File: config.mk
export PLATFORM = sky130hd
export DESIGN_NAME = packbits_planar_rgba_decoder
export DESIGN_NICKNAME = d
export VERILOG_FILES = /design/src/design/pbrgba_pkg.sv /design/src/design/pbrgba_front.sv /design/src/design/pbrgba_queue.sv /design/src/design/pbrgba_back.sv /design/src/design/packbits_planar_rgba_decoder.sv
export SDC_FILE = /design/constraint.sdc
export NUM_CORES = 1
export LEC_CHECK = 0
export ABC_AREA = 1
export BUFFER_PORTS_ARGS = -buffer_cell sky130_fd_sc_hd__buf_4
export CAP_MARGIN = 10
export CELL_PAD_IN_SITES_DETAIL_PLACEMENT = 1
export CELL_PAD_IN_SITES_GLOBAL_PLACEMENT = 1
export CORE_ASPECT_RATIO = 1.2
export CORE_MARGIN = 10
export CORE_UTILIZATION = 39
export DETAILED_ROUTE_END_ITERATION = 7
export GPL_TIMING_DRIVEN = 0
export PLACE_DENSITY = 0.67
export SLEW_MARGIN = 20
export SYNTH_ARGS = -nofsm -noshare
export SYNTH_HDL_FRONTEND = slang
export SYNTH_SLANG_ARGS = --single-unit
File: constraint.sdc
create_clock -name clk -period 33 [get_ports clk]
set_input_delay 0 -clock clk [delete_from_list [all_inputs] [get_ports clk]]
set_output_delay 0 -clock clk [all_outputs]
set_load 0.03 [all_outputs]
File: src/design/pbrgba_pkg.sv
// Shared types, constants and helpers for the PackBits planar RGBA decoder.
package pbrgba_pkg;

	// Output channel plane count and the channel that carries alpha
	localparam logic [2:0] NUM_OUT_CH = 3'd4;
	localparam logic [2:0] ALPHA_CH   = 3'd3;

	// Plane size clamp and skip channel clamp
	localparam logic [24:0] MAX_PIXELS        = 25'h100_0000;
	localparam logic [4:0]  MAX_SKIP_CHANNELS = 5'd16;

	// PackBits header that does nothing
	localparam logic [7:0] HDR_NOP = 8'd128;

	// Fill values for absent planes
	localparam logic [7:0] FILL_COLOR = 8'h00;
	localparam logic [7:0] FILL_ALPHA = 8'hFF;

	// Configuration register indexes
	localparam logic [1:0] CFG_CHANNEL_COUNT = 2'd0;
	localparam logic [1:0] CFG_ROW_COUNT     = 2'd1;
	localparam logic [1:0] CFG_PIXEL_COUNT   = 2'd2;

	// Reset values of the configuration registers
	localparam logic [4:0]  RST_CHANNEL_COUNT = 5'd3;
	localparam logic [15:0] RST_ROW_COUNT     = 16'd1;
	localparam logic [24:0] RST_PIXEL_COUNT   = 25'd1;

	// Job queue between front and back
	localparam int unsigned QUEUE_DEPTH = 4;
	localparam int unsigned QPTR_W      = $clog2(QUEUE_DEPTH);

	// One job: an optional pixel run, then optional fill runs from fill_from up to alpha.
	// fill also marks that the image completes with this job.
	typedef struct packed {
		logic        has_run;
		logic [1:0]  channel;
		logic [23:0] start_pixel;
		logic [24:0] run_count;
		logic [7:0]  byte_value;
		logic        clipped;
		logic        fill;
		logic [2:0]  fill_from;
	} job_t;

	// Pixels per plane, clamped to 1 .. MAX_PIXELS
	function automatic logic [24:0] plane_size(input logic [24:0] pixel_count);
		logic [24:0] p;
		p = pixel_count;
		if (pixel_count == '0) begin
			p = 25'd1;
		end else if (pixel_count > MAX_PIXELS) begin
			p = MAX_PIXELS;
		end
		return p;
	endfunction

	// Planes that are decoded from the stream
	function automatic logic [2:0] present_planes(input logic [4:0] channel_count);
		logic [2:0] n;
		n = NUM_OUT_CH;
		if (channel_count < {2'b00, NUM_OUT_CH}) begin
			n = channel_count[2:0];
		end
		return n;
	endfunction

endpackage

File: src/design/pbrgba_front.sv
// Front: takes one byte per transfer, tracks the PackBits parse state and
// turns each byte into at most one job for the back end.
module pbrgba_front (
	input  logic              clk,
	input  logic              arst_n,
	input  logic              accept,
	input  logic [7:0]        data_byte,
	input  logic              first,
	input  logic [4:0]        channel_count,
	input  logic [15:0]       row_count,
	input  logic [24:0]       plane_px,
	output logic              push,
	output pbrgba_pkg::job_t  job
);

	typedef enum logic [2:0] {
		PH_SKIP,
		PH_HEADER,
		PH_LITERAL,
		PH_DISCARD,
		PH_REPEAT,
		PH_DONE
	} phase_t;

	phase_t      phase_q, phase_e, phase_w, phase_n;
	logic [20:0] skip_q, skip_e, skip_n;
	logic [2:0]  ch_q, ch_e, ch_n;
	logic [24:0] pos_q, pos_e, pos_n;
	logic [7:0]  lit_q, lit_e, lit_n;
	logic [7:0]  rep_q, rep_e, rep_n;

	logic [2:0]  present;
	logic [4:0]  cc_sat;
	logic [19:0] skip_prod;
	logic [20:0] skip_init;
	logic [7:0]  lit_dec;
	logic [24:0] pos_inc;
	logic [24:0] rep_ext;
	logic [24:0] rem;
	logic [24:0] cnt;
	logic [24:0] pos_rep;
	logic [2:0]  ch_inc;

	// Row-length skip size: 2 * min(channels,16) * rows
	assign cc_sat    = (channel_count > pbrgba_pkg::MAX_SKIP_CHANNELS) ?
		pbrgba_pkg::MAX_SKIP_CHANNELS : channel_count;
	assign skip_prod = 20'(cc_sat) * 20'(row_count);
	assign skip_init = {skip_prod, 1'b0};

	assign present = pbrgba_pkg::present_planes(channel_count);

	// A first mark restarts the image before the byte is processed
	assign phase_e = first ? PH_SKIP : phase_q;
	assign skip_e  = first ? skip_init : skip_q;
	assign ch_e    = first ? 3'd0 : ch_q;
	assign pos_e   = first ? 25'd0 : pos_q;
	assign lit_e   = first ? 8'd0 : lit_q;
	assign rep_e   = first ? 8'd0 : rep_q;

	// Datapath helpers
	assign lit_dec = (lit_e != 8'd0) ? (lit_e - 8'd1) : lit_e;
	assign pos_inc = pos_e + 25'd1;
	assign rep_ext = {17'd0, rep_e};
	assign rem     = plane_px - pos_e;
	assign cnt     = (rep_ext < rem) ? rep_ext : rem;
	assign pos_rep = pos_e + cnt;
	assign ch_inc  = ch_e + 3'd1;
	assign phase_w = (phase_e == PH_SKIP) ? PH_HEADER : phase_e;

	// Next state and job for the current byte
	always_comb begin
		phase_n = phase_e;
		skip_n  = skip_e;
		ch_n    = ch_e;
		pos_n   = pos_e;
		lit_n   = lit_e;
		rep_n   = rep_e;
		job     = '0;

		if (phase_e == PH_SKIP && skip_e != '0) begin
			skip_n = skip_e - 21'd1;
		end else begin
			phase_n = phase_w;
			if (phase_w == PH_DISCARD) begin
				// tail of a literal that ran past the plane end
				lit_n = lit_dec;
				if (lit_dec == 8'd0) begin
					phase_n = PH_HEADER;
				end
			end else if (phase_w == PH_DONE) begin
				// image complete, byte ignored
			end else if (ch_e >= present) begin
				// channel no longer present: fill from here
				job.fill      = 1'b1;
				job.fill_from = ch_e;
				ch_n          = pbrgba_pkg::NUM_OUT_CH;
				pos_n         = '0;
				phase_n       = PH_DONE;
			end else if (pos_e >= plane_px) begin
				// plane already full: close it, byte ignored
				ch_n    = ch_inc;
				pos_n   = '0;
				phase_n = PH_HEADER;
				if (ch_inc >= present) begin
					job.fill      = 1'b1;
					job.fill_from = ch_inc;
					ch_n          = pbrgba_pkg::NUM_OUT_CH;
					phase_n       = PH_DONE;
				end
			end else begin
				unique case (phase_w)
					PH_HEADER: begin
						if (data_byte < pbrgba_pkg::HDR_NOP) begin
							lit_n   = data_byte + 8'd1;
							phase_n = PH_LITERAL;
						end else if (data_byte > pbrgba_pkg::HDR_NOP) begin
							rep_n   = 8'(9'd257 - {1'b0, data_byte});
							phase_n = PH_REPEAT;
						end
					end
					PH_LITERAL: begin
						lit_n           = lit_dec;
						job.has_run     = 1'b1;
						job.channel     = ch_e[1:0];
						job.start_pixel = pos_e[23:0];
						job.run_count   = 25'd1;
						job.byte_value  = data_byte;
						job.clipped     = (pos_inc >= plane_px) && (lit_dec != 8'd0);
						if (pos_inc >= plane_px) begin
							ch_n    = ch_inc;
							pos_n   = '0;
							phase_n = PH_HEADER;
							if (ch_inc >= present) begin
								job.fill      = 1'b1;
								job.fill_from = ch_inc;
								ch_n          = pbrgba_pkg::NUM_OUT_CH;
								phase_n       = PH_DONE;
							end else if (lit_dec != 8'd0) begin
								phase_n = PH_DISCARD;
							end
						end else begin
							pos_n = pos_inc;
							if (lit_dec == 8'd0) begin
								phase_n = PH_HEADER;
							end
						end
					end
					PH_REPEAT: begin
						job.has_run     = 1'b1;
						job.channel     = ch_e[1:0];
						job.start_pixel = pos_e[23:0];
						job.run_count   = cnt;
						job.byte_value  = data_byte;
						job.clipped     = rep_ext > rem;
						phase_n         = PH_HEADER;
						if (pos_rep >= plane_px) begin
							ch_n  = ch_inc;
							pos_n = '0;
							if (ch_inc >= present) begin
								job.fill      = 1'b1;
								job.fill_from = ch_inc;
								ch_n          = pbrgba_pkg::NUM_OUT_CH;
								phase_n       = PH_DONE;
							end
						end else begin
							pos_n = pos_rep;
						end
					end
					default: begin
					end
				endcase
			end
		end
	end

	// Only jobs that yield at least one result enter the queue
	assign push = accept && (job.has_run ||
		(job.fill && job.fill_from != pbrgba_pkg::NUM_OUT_CH));

	// Parse state
	always_ff @(posedge clk or negedge arst_n) begin
		if (!arst_n) begin
			phase_q <= PH_SKIP;
			skip_q  <= '0;
			ch_q    <= '0;
			pos_q   <= '0;
			lit_q   <= '0;
			rep_q   <= '0;
		end else if (accept) begin
			phase_q <= phase_n;
			skip_q  <= skip_n;
			ch_q    <= ch_n;
			pos_q   <= pos_n;
			lit_q   <= lit_n;
			rep_q   <= rep_n;
		end
	end

endmodule

File: src/design/pbrgba_queue.sv
// Small job FIFO between front and back.
module pbrgba_queue (
	input  logic              clk,
	input  logic              arst_n,
	input  logic              push,
	input  pbrgba_pkg::job_t  push_job,
	input  logic              pop,
	output pbrgba_pkg::job_t  head_job,
	output logic              empty,
	output logic              full
);

	localparam int unsigned PW = pbrgba_pkg::QPTR_W;

	pbrgba_pkg::job_t entry_q [pbrgba_pkg::QUEUE_DEPTH];
	logic [PW-1:0] wr_ptr_q, rd_ptr_q;
	logic [PW:0]   count_q;

	assign empty    = (count_q == '0);
	assign full     = (count_q == (PW+1)'(pbrgba_pkg::QUEUE_DEPTH));
	assign head_job = entry_q[rd_ptr_q];

	// Pointers and fill count
	always_ff @(posedge clk or negedge arst_n) begin
		if (!arst_n) begin
			wr_ptr_q <= '0;
			rd_ptr_q <= '0;
			count_q  <= '0;
		end else begin
			if (push) begin
				wr_ptr_q <= wr_ptr_q + PW'(1);
			end
			if (pop) begin
				rd_ptr_q <= rd_ptr_q + PW'(1);
			end
			if (push && !pop) begin
				count_q <= count_q + (PW+1)'(1);
			end else if (pop && !push) begin
				count_q <= count_q - (PW+1)'(1);
			end
		end
	end

	// Entry storage
	always_ff @(posedge clk) begin
		if (push) begin
			entry_q[wr_ptr_q] <= push_job;
		end
	end

endmodule

File: src/design/pbrgba_back.sv
// Back: expands the head job into result runs, one per cycle while
// out_stall is low, into the output register.
module pbrgba_back (
	input  logic              clk,
	input  logic              arst_n,
	input  pbrgba_pkg::job_t  head_job,
	input  logic              empty,
	input  logic [24:0]       plane_px,
	input  logic              out_stall,
	output logic              pop,
	output logic              out_valid,
	output logic [1:0]        channel,
	output logic [23:0]       start_pixel,
	output logic [24:0]       run_count,
	output logic [7:0]        byte_value,
	output logic              clipped,
	output logic              image_done,
	output logic              last
);

	logic        run_sent_q;
	logic [1:0]  adv_q;
	logic        out_valid_q;
	logic [1:0]  channel_q;
	logic [23:0] start_pixel_q;
	logic [24:0] run_count_q;
	logic [7:0]  byte_value_q;
	logic        clipped_q;
	logic        image_done_q;
	logic        last_q;

	logic        is_run;
	logic [2:0]  fill_ch;
	logic        is_last;
	logic        load;

	// Pick the next result of the head job
	assign is_run  = head_job.has_run && !run_sent_q;
	assign fill_ch = head_job.fill_from + {1'b0, adv_q};
	assign is_last = is_run ?
		!(head_job.fill && head_job.fill_from != pbrgba_pkg::NUM_OUT_CH) :
		(fill_ch == pbrgba_pkg::ALPHA_CH);
	assign load    = !empty && (!out_valid_q || !out_stall);
	assign pop     = load && is_last;

	// Control: output valid and position within the job
	always_ff @(posedge clk or negedge arst_n) begin
		if (!arst_n) begin
			out_valid_q <= 1'b0;
			run_sent_q  <= 1'b0;
			adv_q       <= '0;
		end else begin
			if (!out_valid_q || !out_stall) begin
				out_valid_q <= !empty;
			end
			if (load) begin
				if (is_last) begin
					run_sent_q <= 1'b0;
					adv_q      <= '0;
				end else if (is_run) begin
					run_sent_q <= 1'b1;
				end else begin
					adv_q <= adv_q + 2'd1;
				end
			end
		end
	end

	// Output payload
	always_ff @(posedge clk) begin
		if (load) begin
			if (is_run) begin
				channel_q     <= head_job.channel;
				start_pixel_q <= head_job.start_pixel;
				run_count_q   <= head_job.run_count;
				byte_value_q  <= head_job.byte_value;
				clipped_q     <= head_job.clipped;
			end else begin
				channel_q     <= fill_ch[1:0];
				start_pixel_q <= '0;
				run_count_q   <= plane_px;
				byte_value_q  <= (fill_ch == pbrgba_pkg::ALPHA_CH) ?
					pbrgba_pkg::FILL_ALPHA : pbrgba_pkg::FILL_COLOR;
				clipped_q     <= 1'b0;
			end
			image_done_q <= is_last && head_job.fill;
			last_q       <= is_last;
		end
	end

	assign out_valid   = out_valid_q;
	assign channel     = channel_q;
	assign start_pixel = start_pixel_q;
	assign run_count   = run_count_q;
	assign byte_value  = byte_value_q;
	assign clipped     = clipped_q;
	assign image_done  = image_done_q;
	assign last        = last_q;

endmodule

File: src/design/packbits_planar_rgba_decoder.sv
// Channel  | Handshake                  | Payload
// ---------+----------------------------+--------------------------------------------
// in       | in_valid / in_stall        | data_byte, first
// out      | out_valid / out_stall      | channel, start_pixel, run_count,
//          |                            | byte_value, clipped, image_done, last
// cfg      | cfg_valid / cfg_ready      | cfg_index, cfg_data
//
// One byte is taken per cycle while in_stall is low; the front parse loop
// computes its next state combinationally and queues at most one job per byte.
// The back end emits one run per cycle while out_stall is low; a byte that
// completes the image can yield up to four runs, which it emits in turn.
// A result passes through the job queue and then the output register; the
// 4-entry job queue absorbs bursts and in_stall rises only when it is full.
// Reset is asynchronous and clears parse state, queue and output valid.
// cfg_ready is always high.
module packbits_planar_rgba_decoder (
	input  logic        clk,
	input  logic        arst_n,
	input  logic        in_valid,
	output logic        in_stall,
	input  logic [7:0]  data_byte,
	input  logic        first,
	output logic        out_valid,
	input  logic        out_stall,
	output logic [1:0]  channel,
	output logic [23:0] start_pixel,
	output logic [24:0] run_count,
	output logic [7:0]  byte_value,
	output logic        clipped,
	output logic        image_done,
	output logic        last,
	input  logic        cfg_valid,
	output logic        cfg_ready,
	input  logic [1:0]  cfg_index,
	input  logic [24:0] cfg_data
);

	logic [4:0]  channel_count_q;
	logic [15:0] row_count_q;
	logic [24:0] pixel_count_q;
	logic [24:0] plane_px;

	logic              accept;
	logic              push;
	logic              pop;
	logic              q_empty;
	logic              q_full;
	pbrgba_pkg::job_t  push_job;
	pbrgba_pkg::job_t  head_job;

	assign cfg_ready = 1'b1;

	// Configuration registers
	always_ff @(posedge clk or negedge arst_n) begin
		if (!arst_n) begin
			channel_count_q <= pbrgba_pkg::RST_CHANNEL_COUNT;
			row_count_q     <= pbrgba_pkg::RST_ROW_COUNT;
			pixel_count_q   <= pbrgba_pkg::RST_PIXEL_COUNT;
		end else if (cfg_valid && cfg_ready) begin
			unique case (cfg_index)
				pbrgba_pkg::CFG_CHANNEL_COUNT: channel_count_q <= cfg_data[4:0];
				pbrgba_pkg::CFG_ROW_COUNT:     row_count_q     <= cfg_data[15:0];
				pbrgba_pkg::CFG_PIXEL_COUNT:   pixel_count_q   <= cfg_data;
				default: begin
				end
			endcase
		end
	end

	assign plane_px = pbrgba_pkg::plane_size(pixel_count_q);

	// Input transfer
	assign in_stall = q_full;
	assign accept   = in_valid && !in_stall;

	pbrgba_front u_front (
		.clk           (clk),
		.arst_n        (arst_n),
		.accept        (accept),
		.data_byte     (data_byte),
		.first         (first),
		.channel_count (channel_count_q),
		.row_count     (row_count_q),
		.plane_px      (plane_px),
		.push          (push),
		.job           (push_job)
	);

	pbrgba_queue u_queue (
		.clk      (clk),
		.arst_n   (arst_n),
		.push     (push),
		.push_job (push_job),
		.pop      (pop),
		.head_job (head_job),
		.empty    (q_empty),
		.full     (q_full)
	);

	pbrgba_back u_back (
		.clk         (clk),
		.arst_n      (arst_n),
		.head_job    (head_job),
		.empty       (q_empty),
		.plane_px    (plane_px),
		.out_stall   (out_stall),
		.pop         (pop),
		.out_valid   (out_valid),
		.channel     (channel),
		.start_pixel (start_pixel),
		.run_count   (run_count),
		.byte_value  (byte_value),
		.clipped     (clipped),
		.image_done  (image_done),
		.last        (last)
	);

endmodule

==> results.txt, run 1 <==
The final critical path time including I/O delays and setup came out at 13.01 ns. The maximum clock skew at final layout came out at roughly 0.025 ns. STA classifies the critical path endpoint as a flop. The growth of design area from synthesis to finish came out at 17.0%. The transition at the pin with the smallest max-transition slack came out at ~1.1 ns. The most common cell in the synthesized netlist is sky130_fd_sc_hd__nand2_1. The flow ran to the end, and the final reports show no timing, DRC or antenna violations. The die outline width came out at 265 microns. The tightest min-delay check is of the in2reg type. The termination of the worst setup path is u_queue.entry_q[3][25]. The number of buffers added by the clock tree synthesis step came out at 49. The post-placement cell count came out at 4,427. The total leakage power is 14.6 nW.

The final cell count without fillers came out at 4,567. The cell count after synthesis came out at 3,300. During I/O placement, the number of pins put on the boundary was ~110. The cell family contributing the most delay on the critical path is simple AND/OR/NAND/NOR gates. CTS placed an instance of sky130_fd_sc_hd__clkbuf_16 at the clock tree root. Before CTS, the worst setup slack after placement is 20.07 ns. The cell with the largest stage delay on the worst path is sky130_fd_sc_hd__buf_1. The detailed router placed roughly 25,000 vias in this run.

Setup repair after global routing left no endpoint under its margin. The final number of max-transition violations is 0. The clock passes through at most 3 buffers. The routed length per placed instance is 23.8 microns. In this run the core area contains roughly 110 standard-cell rows.

The count of cell instances traversed by the critical path is 61. The post-route fraction of the period consumed by the critical path is 39.4%. The count of buffers inserted at the top-level ports came out at 103. The post-synthesis cell type count is 66.

The initial utilization of the core area, before any placement, comes to 39.4%. The final RePlAce weighted congestion is 0.972. The core region is 71,100 sq um. IR analysis of the VDD net gives a maximum drop of slightly above 0.00004 V. The synthesized netlist occupies a cell area of 28,000 sq um. In this run the worst setup path begins at first. The timing-limited maximum frequency came out at ~77 MHz. The CTS tree is built.

The mean post-synth cell area is 8.49 sq um. In the routed layout, each cell is associated on average with a via count of about 5.5. The register-to-register path setup slack came out at between 20 and 25 ns.

The number of nets in the layout came out at 3,837. The die is 314 microns tall. The clock-pin slew of the registers on the worst-case setup and hold paths came out at 0.06 ns. The arrival time reported for the critical path endpoint came out at roughly 13 ns.

The least setup slack across all paths after layout came out at 19.99 ns. In this run the critical register-to-register path is captured at u_queue.entry_q[3][25]. The post-route DRC violation count is 0. Once detail routing completed, the nets flagged for antenna violations numbered 0. The design draws 0.00283 W. The required time of the critical path is between 30 and 40 ns.

The length in cells of the worst reg-to-reg path came out at approximately 60. Sorting the synthesized cells by area gives the leading types as sky130_fd_sc_hd__edfxtp_1 35%, sky130_fd_sc_hd__dfrtp_1 11%, sky130_fd_sc_hd__nand2_1 8.3%. The DRC marker count from the first detailed-route iteration is roughly 1,700.

Among all flip-flop cells after synthesis, the most frequent one is sky130_fd_sc_hd__edfxtp_1. The maximum net fanout on the critical path is 16. The number of global-route vias before repair came out at 26,800.

In this run the critical register-to-register path is launched from pixel_count_q[5]. The final-layout setup total negative slack came out at 0 ns. The number of flops mapped to enable cells by yosys came out at between 300 and 400. The category of the critical setup timing path is in2reg.

The library cell occupying the most area in the post-synthesis netlist is sky130_fd_sc_hd__edfxtp_1. Max-cap violations in this run came to 0. The number of storage elements in the synthesis netlist came out at ~450. The number of buffers and inverters on the critical path is 12. The number of setup violations in the final report came out at 0. In the final layout, the share of cells above drive strength 1 is 8.41%. For this run, asynchronously set or reset flops after synthesis account for 28.0%. During synthesis, Yosys emitted a total of 0 warnings. The total global-route track usage came out at 25.6%. The layout has roughly 8,500 filler cells.

The H-tree generated during clock tree synthesis spans 2 levels. The area of the die came out at 83,000 sq um. The number of iterations in the first detailed-routing pass is 7. Ranked by instance count, the synthesized netlist is headed by 616 x sky130_fd_sc_hd__nand2_1, 477 x sky130_fd_sc_hd__nor2_1, 385 x sky130_fd_sc_hd__inv_1, 322 x sky130_fd_sc_hd__edfxtp_1, 308 x sky130_fd_sc_hd__o21ai_0. The count of clock tree sinks is about 450. Clock latency on the worst-skew pair, taken at its later pin, is around 0.62 ns. The power per standard cell area is between 80 and 90 nW/um^2. The total overflow left after global routing is 0. The tightest slew margin relative to the limit came out at 28.6%. The post-cts sizing count came out at 0. In this run the most critical hold path is launched from data_byte[3].

The register area share after synthesis came out at 45.7%. The routed design has 109 mm of wire. The first global-routing pass estimated around 160 mm of wire. The largest stage delay on the critical path came out at 0.72 ns. The worst setup path is launched from a primary input. The final number of hold-violating endpoints was 0. Among the stages of the critical path, the cell type that occurs most often is sky130_fd_sc_hd__nand2_1. The initial antenna violation count was 3. Summed over its instances, the top area cell type makes up 34.5% of the synthesized netlist area. Entering global routing, the biggest net connects 86 pins. The HPWL reported at the end of detailed placement is around 83 mm.

The final-layout worst hold slack is 0.0552 ns.
==> routing by layer <==
| layer | routed length (microns) | global-route usage [%] | up-vias |
|---|---|---|---|
| met5 | 0 | 0 | - |
| met4 | 6170 | 13.5 | 0 |
| met3 | 4560 | 2.62 | 236 |
| met2 | 55900 | 47.1 | 713 |
| li1 | - | - | 11600 |
| met1 | 42000 | 28.8 | 12700 |
==> state kept, by name (all words and copies together) (netlist names), 5 cells and up <==
name and flops:
u_back.run_count 25, u_front.lit_q 8, u_back.byte_value 8, u_front.skip_q 21
u_back.start_pixel 24, pixel_count_q 25, channel_count_q 5, u_front.rep_q 8
u_front.pos_q 25, u_queue.entry_q 260, row_count_q 16
==> per-stage QoR <==
stage	instance area (sq um)	utilization, %
after global placement	30200	42.5
after detailed placement	30700	43.1
after CTS	32700	46.1
final	32800	46.1
after floorplan	28300	-
after global routing	32800	46.1
==> layout make-up <==
| cell class | instances | area [sq um] | area share (%) |
|---|---|---|---|
| diodes | 3 | 7.51 | 0.0229 |
| plain buffers | 115 | 473 | 1.44 |
| clock buffers | 61 | 1290 | 3.95 |
| clock inverters | 31 | 333 | 1.02 |
| inverters | 406 | 1530 | 4.67 |
| multi-input cells | 2415 | 13500 | 41.3 |
| flip-flops and latches | 447 | 12800 | 39.1 |
| well taps | 926 | 1160 | 3.54 |
| repair buffers | 163 | 1620 | 4.94 |
==> cells by family (layout without fill, tap and decap cells) <==
| group | after synthesis | after routing | share of synthesized area [%] |
|---|---|---|---|
| xor+xnor | 91 | 91 | 2.90 |
| other cells | 2 | 88 | 0.0268 |
| flops | 447 | 447 | 45.7 |
| fa+ha+maj | 199 | 199 | 10.1 |
| buf+inv | 521 | 776 | 7.14 |
| compound gates | 667 | 667 | 13.2 |
| mux | 10 | 10 | 0.398 |
| simple gates | 1363 | 1363 | 20.5 |
==> timing repair <==
item | in CTS | in global routing
endpoints found under the hold margin | 210 | 0
setup buffers | 0 | 0
hold buffers | 45 | 0
==> worst register-to-register path: cells and delay by family (launching register included) <==
family                   cells  cell delay, ns
XOR/XNOR                     1            0.17
buffers and inverters        7            1.48
AND/OR/NAND/NOR             37            5.80
AO/OA/AOI/OAI               11            2.42
flip-flops                   1            0.55
adder cells (fa/ha/maj)      5            1.66
==> placed cells by master (no fill, tap or decap), types with 49 or more instances in the layout <==
| cell | Yosys | layout |
|---|---|---|
| sky130_fd_sc_hd__a21oi_1 | 168 | 168 |
| sky130_fd_sc_hd__buf_4 | 5 | 107 |
| sky130_fd_sc_hd__clkbuf_1 | 83 | 92 |
| sky130_fd_sc_hd__clkbuf_16 | 0 | 49 |
| sky130_fd_sc_hd__conb_1 | 2 | 85 |
| sky130_fd_sc_hd__dfrtp_1 | 121 | 121 |
| sky130_fd_sc_hd__edfxtp_1 | 322 | 322 |
| sky130_fd_sc_hd__ha_1 | 154 | 154 |
| sky130_fd_sc_hd__inv_1 | 385 | 384 |
| sky130_fd_sc_hd__nand2_1 | 616 | 616 |
| sky130_fd_sc_hd__nand3_1 | 119 | 119 |
| sky130_fd_sc_hd__nor2_1 | 477 | 473 |
| sky130_fd_sc_hd__o21ai_0 | 308 | 307 |
| sky130_fd_sc_hd__xor2_1 | 68 | 68 |
==> where the power goes <==
| group | total, W | switching, W | internal [W] |
|---|---|---|---|
| combinational | 0.00148 | 0.00105 | 0.000434 |
| clock | 0.000571 | 0.000255 | 0.000316 |
| sequential | 0.000782 | 0.0000520 | 0.000730 |
| total | 0.00283 | 0.00135 | 0.00148 |
==> worst min-delay path by stage <==
| stage | to | slack [ns] | cells past startpoint |
|---|---|---|---|
| detailed placement | u_front.lit_q[3] | -0.06 | 1 |
| floorplan | channel_count_q[2] | -0.30 | 0 |
| global route | u_queue.entry_q[0][8] | 0.07 | 3 |
| finish | u_queue.entry_q[2][8] | 0.06 | 3 |
| global placement | u_back.out_valid | 0.23 | 3 |
| CTS | u_queue.entry_q[0][8] | 0.006 | 3 |
Power figures use the tool's default switching activity.
==> run 2: changes to the inputs <==
Settings changed: PLACE_DENSITY 0.67 to 0.69.
Clock period 33 ns to 11.05 ns, I/O delays scaled along.
==> run 2 against run 1 <==
  * Via count decreased by 0.76%
  * Global-route usage increased by 0.083 points
  * Clock skew decreased by 0.0073 ns
  * Clock-buffer cell count unchanged
  * Design area about the same
  * Non-clock buffer count increased by 6
  * Register-to-register slack got worse by 20 ns
  * Sequential share of layout area about the same
  * Utilization about the same
  * Worst hold slack improved by 0.020 ns
  * Setup slack got worse by 19 ns
  * Critical path type is now reg2reg
  * Largest cell class unchanged
==> results.txt, run 2 (synthesized netlist as in run 1, its figures left out) <==
The required time of the critical path came out at 11.54 ns (-21.78 ns). The final number of hold-violating endpoints came to 0 (unchanged). The flip-flop count of the largest register, all copies and words added is 260 (unchanged). The DRC marker count from the first detailed-route iteration came out at 1,794 (+6.2%). The top cell types in the final layout, fill and taps aside, are 610 x sky130_fd_sc_hd__nand2_1, 469 x sky130_fd_sc_hd__nor2_1, 384 x sky130_fd_sc_hd__inv_1. The number of nets in the layout came out at 3,843 (+0.16%). The internal power component came out at 0.00437 W (+200%). The final cell count without fillers came out at 4,569 (+0.044%). The maximum ir drop on the vdd rail came to 0.000130 V (+210%).

The number of iterations in the first detailed-routing pass came to 7 (unchanged). The flow ran to the end, and the final reports show no timing, DRC or antenna violations. The die outline width came out at 265 microns (unchanged). The count of clock tree sinks is 447 (unchanged). The growth of design area from synthesis to finish came out at 17.1% (about the same). The final critical path time including I/O delays and setup is 10.43 ns. The maximum number of pins on one net before global-route repair is 78 (-9.3%). The transition at the pin with the smallest max-transition slack is 0.999 ns (-0.0719 ns). The starting density of the core is 39.4% (unchanged). The switching power as a share of total power came out at 48.1% (+0.39 points). The register with the most flip-flops in the final layout is u_queue.entry_q. The count of buffers inserted at the top-level ports was 103 (unchanged). The share of cells above drive strength 1 is 9.01% (+0.60 points). The final RePlAce weighted congestion came out at 0.933 (-4.1%). The y dimension of the die is 314 microns (unchanged). The number of global-route vias before repair is 27,000 (+0.92%). The clock-pin slew of the registers on the worst-case setup and hold paths came out at 0.06 ns (about the same). The average vias per placed instance came out at 5.48 (-0.80%). The power per standard cell area came out at 257 nW/um^2 (+200%). The post-route DRC violation count came out at 0 (unchanged). The path class of the tightest hold or removal check is in2reg. The leftover overflow at the end of global routing is 0 (unchanged). The logic gate share of total power was 53.3% (+1.1 points).

The final number of max-transition violations was 0 (unchanged). The largest stage delay on the critical path is 0.48 ns (-0.24 ns). The insertion delay to the later sink of the worst-skew pair is 0.61 ns (about the same). In this run the most used layer during global routing was met2. The CTS tree is built. The max capacitance violation total is 0 (unchanged). The maximum net fanout on the critical path is 10 (-6).

The maximum count of clock buffers along a single path was 3 (unchanged). The arrival time reported for the critical path endpoint came to 10.92 ns (-2.40 ns). The final-layout setup total negative slack came out at 0 ns (unchanged). The remaining number of nets flagged by the antenna check after routing came out at 0 (unchanged). For this design, the slowest cell found on the critical path is sky130_fd_sc_hd__dfrtp_2.

The met3 usage is 3.33% (+0.70 points). The global-route wire length before repair came out at 163 mm (+0.35%). The maximum clock skew at final layout is 0.0173 ns (-0.00727 ns). The power consumption is 0.00843 W (+200%). The total global-route track usage is 25.7% (+0.083 points). The number of setup violations in the final report came out at 0 (unchanged). The depth of the CTS H-tree came to 2 (unchanged). The total leakage power came out at 14.6 nW (-0.16%). The sequential share of power was 27.7% (about the same).

Static timing analysis puts the maximum clock frequency at 95.9 MHz. The routed length per placed instance came to 23.8 microns (about the same). The row count came to 107 (unchanged). The area of the die is 83,000 sq um (unchanged). The number of buffers added by the clock tree synthesis step is 49 (unchanged). STA classifies the critical path startpoint as a flop.

The area inside the core boundary is 71,100 sq um (unchanged). The HPWL reported at the end of detailed placement came out at 84.0 mm (+0.83%). The end-of-flow core utilization is 46.1% (about the same). The minimum setup slack after placement was -1.91 ns (-21.97 ns). The worst setup path is captured at a flop. The cell sitting at the root of the clock tree is a sky130_fd_sc_hd__clkbuf_16. The power dissipated by switching net loads came out at 0.00406 W (+200%). The total via count in the routed design came out at 25,000 (-0.76%). The share of power burned in the clock network came out at 18.9% (-1.2 points). The initial antenna violation count is 6 (+3). The fraction of met1 tracks used by global routing is 28.2% (-0.63 points). In the finished design, the share of the clock period the worst path needs comes to 94.4%. Among the stages of the critical path, the cell type that occurs most often is sky130_fd_sc_hd__nand2_1.

The post-placement cell count came out at 4,426 (-0.023%). The fraction of met2 tracks used by global routing is 48.6% (+1.5 points). The tightest slew margin relative to the limit came out at 32.9% (+4.2 points).

The count of pins on the block boundary came out at 106 (unchanged). Leaving out fill and tap cells, the most frequent cell in the layout is sky130_fd_sc_hd__nand2_1. By startpoint and endpoint, the worst setup path is classified as reg2reg.

The least setup slack across all paths after layout came out at 0.619 ns (-19.37 ns). The aggregate routed wire length came out at 109 mm (about the same).
==> run 2: layout make-up <==
class | instances | area, sq um
Clock inverter | 28 | 238
Sequential cell | 447 | 12800
Tap cell | 926 | 1160
Inverter | 406 | 1530
Buffer | 114 | 483
Multi-Input combinational cell | 2415 | 13700
Antenna cell | 2 | 5.00
Timing Repair Buffer | 170 | 1620
Clock buffer | 61 | 1280
Fill cell | 8538 | 38300
==> run 2: what timing repair did <==
action | in CTS | in global routing
buffers inserted | 3 | 6
hold buffers | 44 | 0
endpoints found under the setup margin | 278 | 275
cloned | 0 | 0
gates resized for setup | 12 | 25
pin swaps | 2 | 6
endpoints found under the hold margin | 199 | 0
==> run 2: final timing paths <==
kind / startpoint / endpoint / slack (ns) / depth (start not counted)
setup reg to reg: pixel_count_q[5] / u_queue.count_q[2] / 0.62 / 65
max in group asynchronous: arst_n / pixel_count_q[5] / 10.05 / 4
hold / removal: first / u_front.pos_q[9] / 0.08 / 4
min in group asynchronous: arst_n / u_front.skip_q[11] / 0.46 / 4
hold reg to reg: u_front.lit_q[4] / u_front.lit_q[4] / 0.49 / 2
setup / recovery: pixel_count_q[5] / u_queue.count_q[2] / 0.62 / 65
==> run 2: through the flow <==
step	hold slack (ns)	area (sq um)
5_1_grt	0.109	32800
4_1_cts	0.0517	32600
2_1_floorplan	-0.296	28300
3_5_place_dp	-0.0422	30600
6_report	0.0751	32800
3_3_place_gp	0.227	30200
==> run 2: power by group through the flow <==
| stage | Combinational [W] | Sequential, W | Clock (W) |
|---|---|---|---|
| 3_5_place_dp | 0.00440 | 0.00237 | 0 |
| 2_1_floorplan | 0.00256 | 0.00257 | 0 |
| 3_3_place_gp | 0.00422 | 0.00237 | 0 |
| 6_report | 0.00450 | 0.00234 | 0.00160 |
| 4_1_cts | 0.00445 | 0.00234 | 0.00162 |
| 5_1_grt | 0.00493 | 0.00237 | 0.00169 |
==> run 2: worst max-delay path, delay by kind of cell (launching register included) <==
family	cells	cell delay, ns
xor gates and xnor gates	2	0.52
adders and majority gates	6	1.84
and+or+nand+nor	40	4.60
DFF	1	0.48
buffers and inverters	5	0.60
AOI/OAI and AO/OA	12	2.22
==> run 2: layer usage <==
layer  wire, microns  vias up
met5              54        -
met4            5140        8
met3            4620      226
met2           57400      600
met1           41400    12600
li1                -    11600
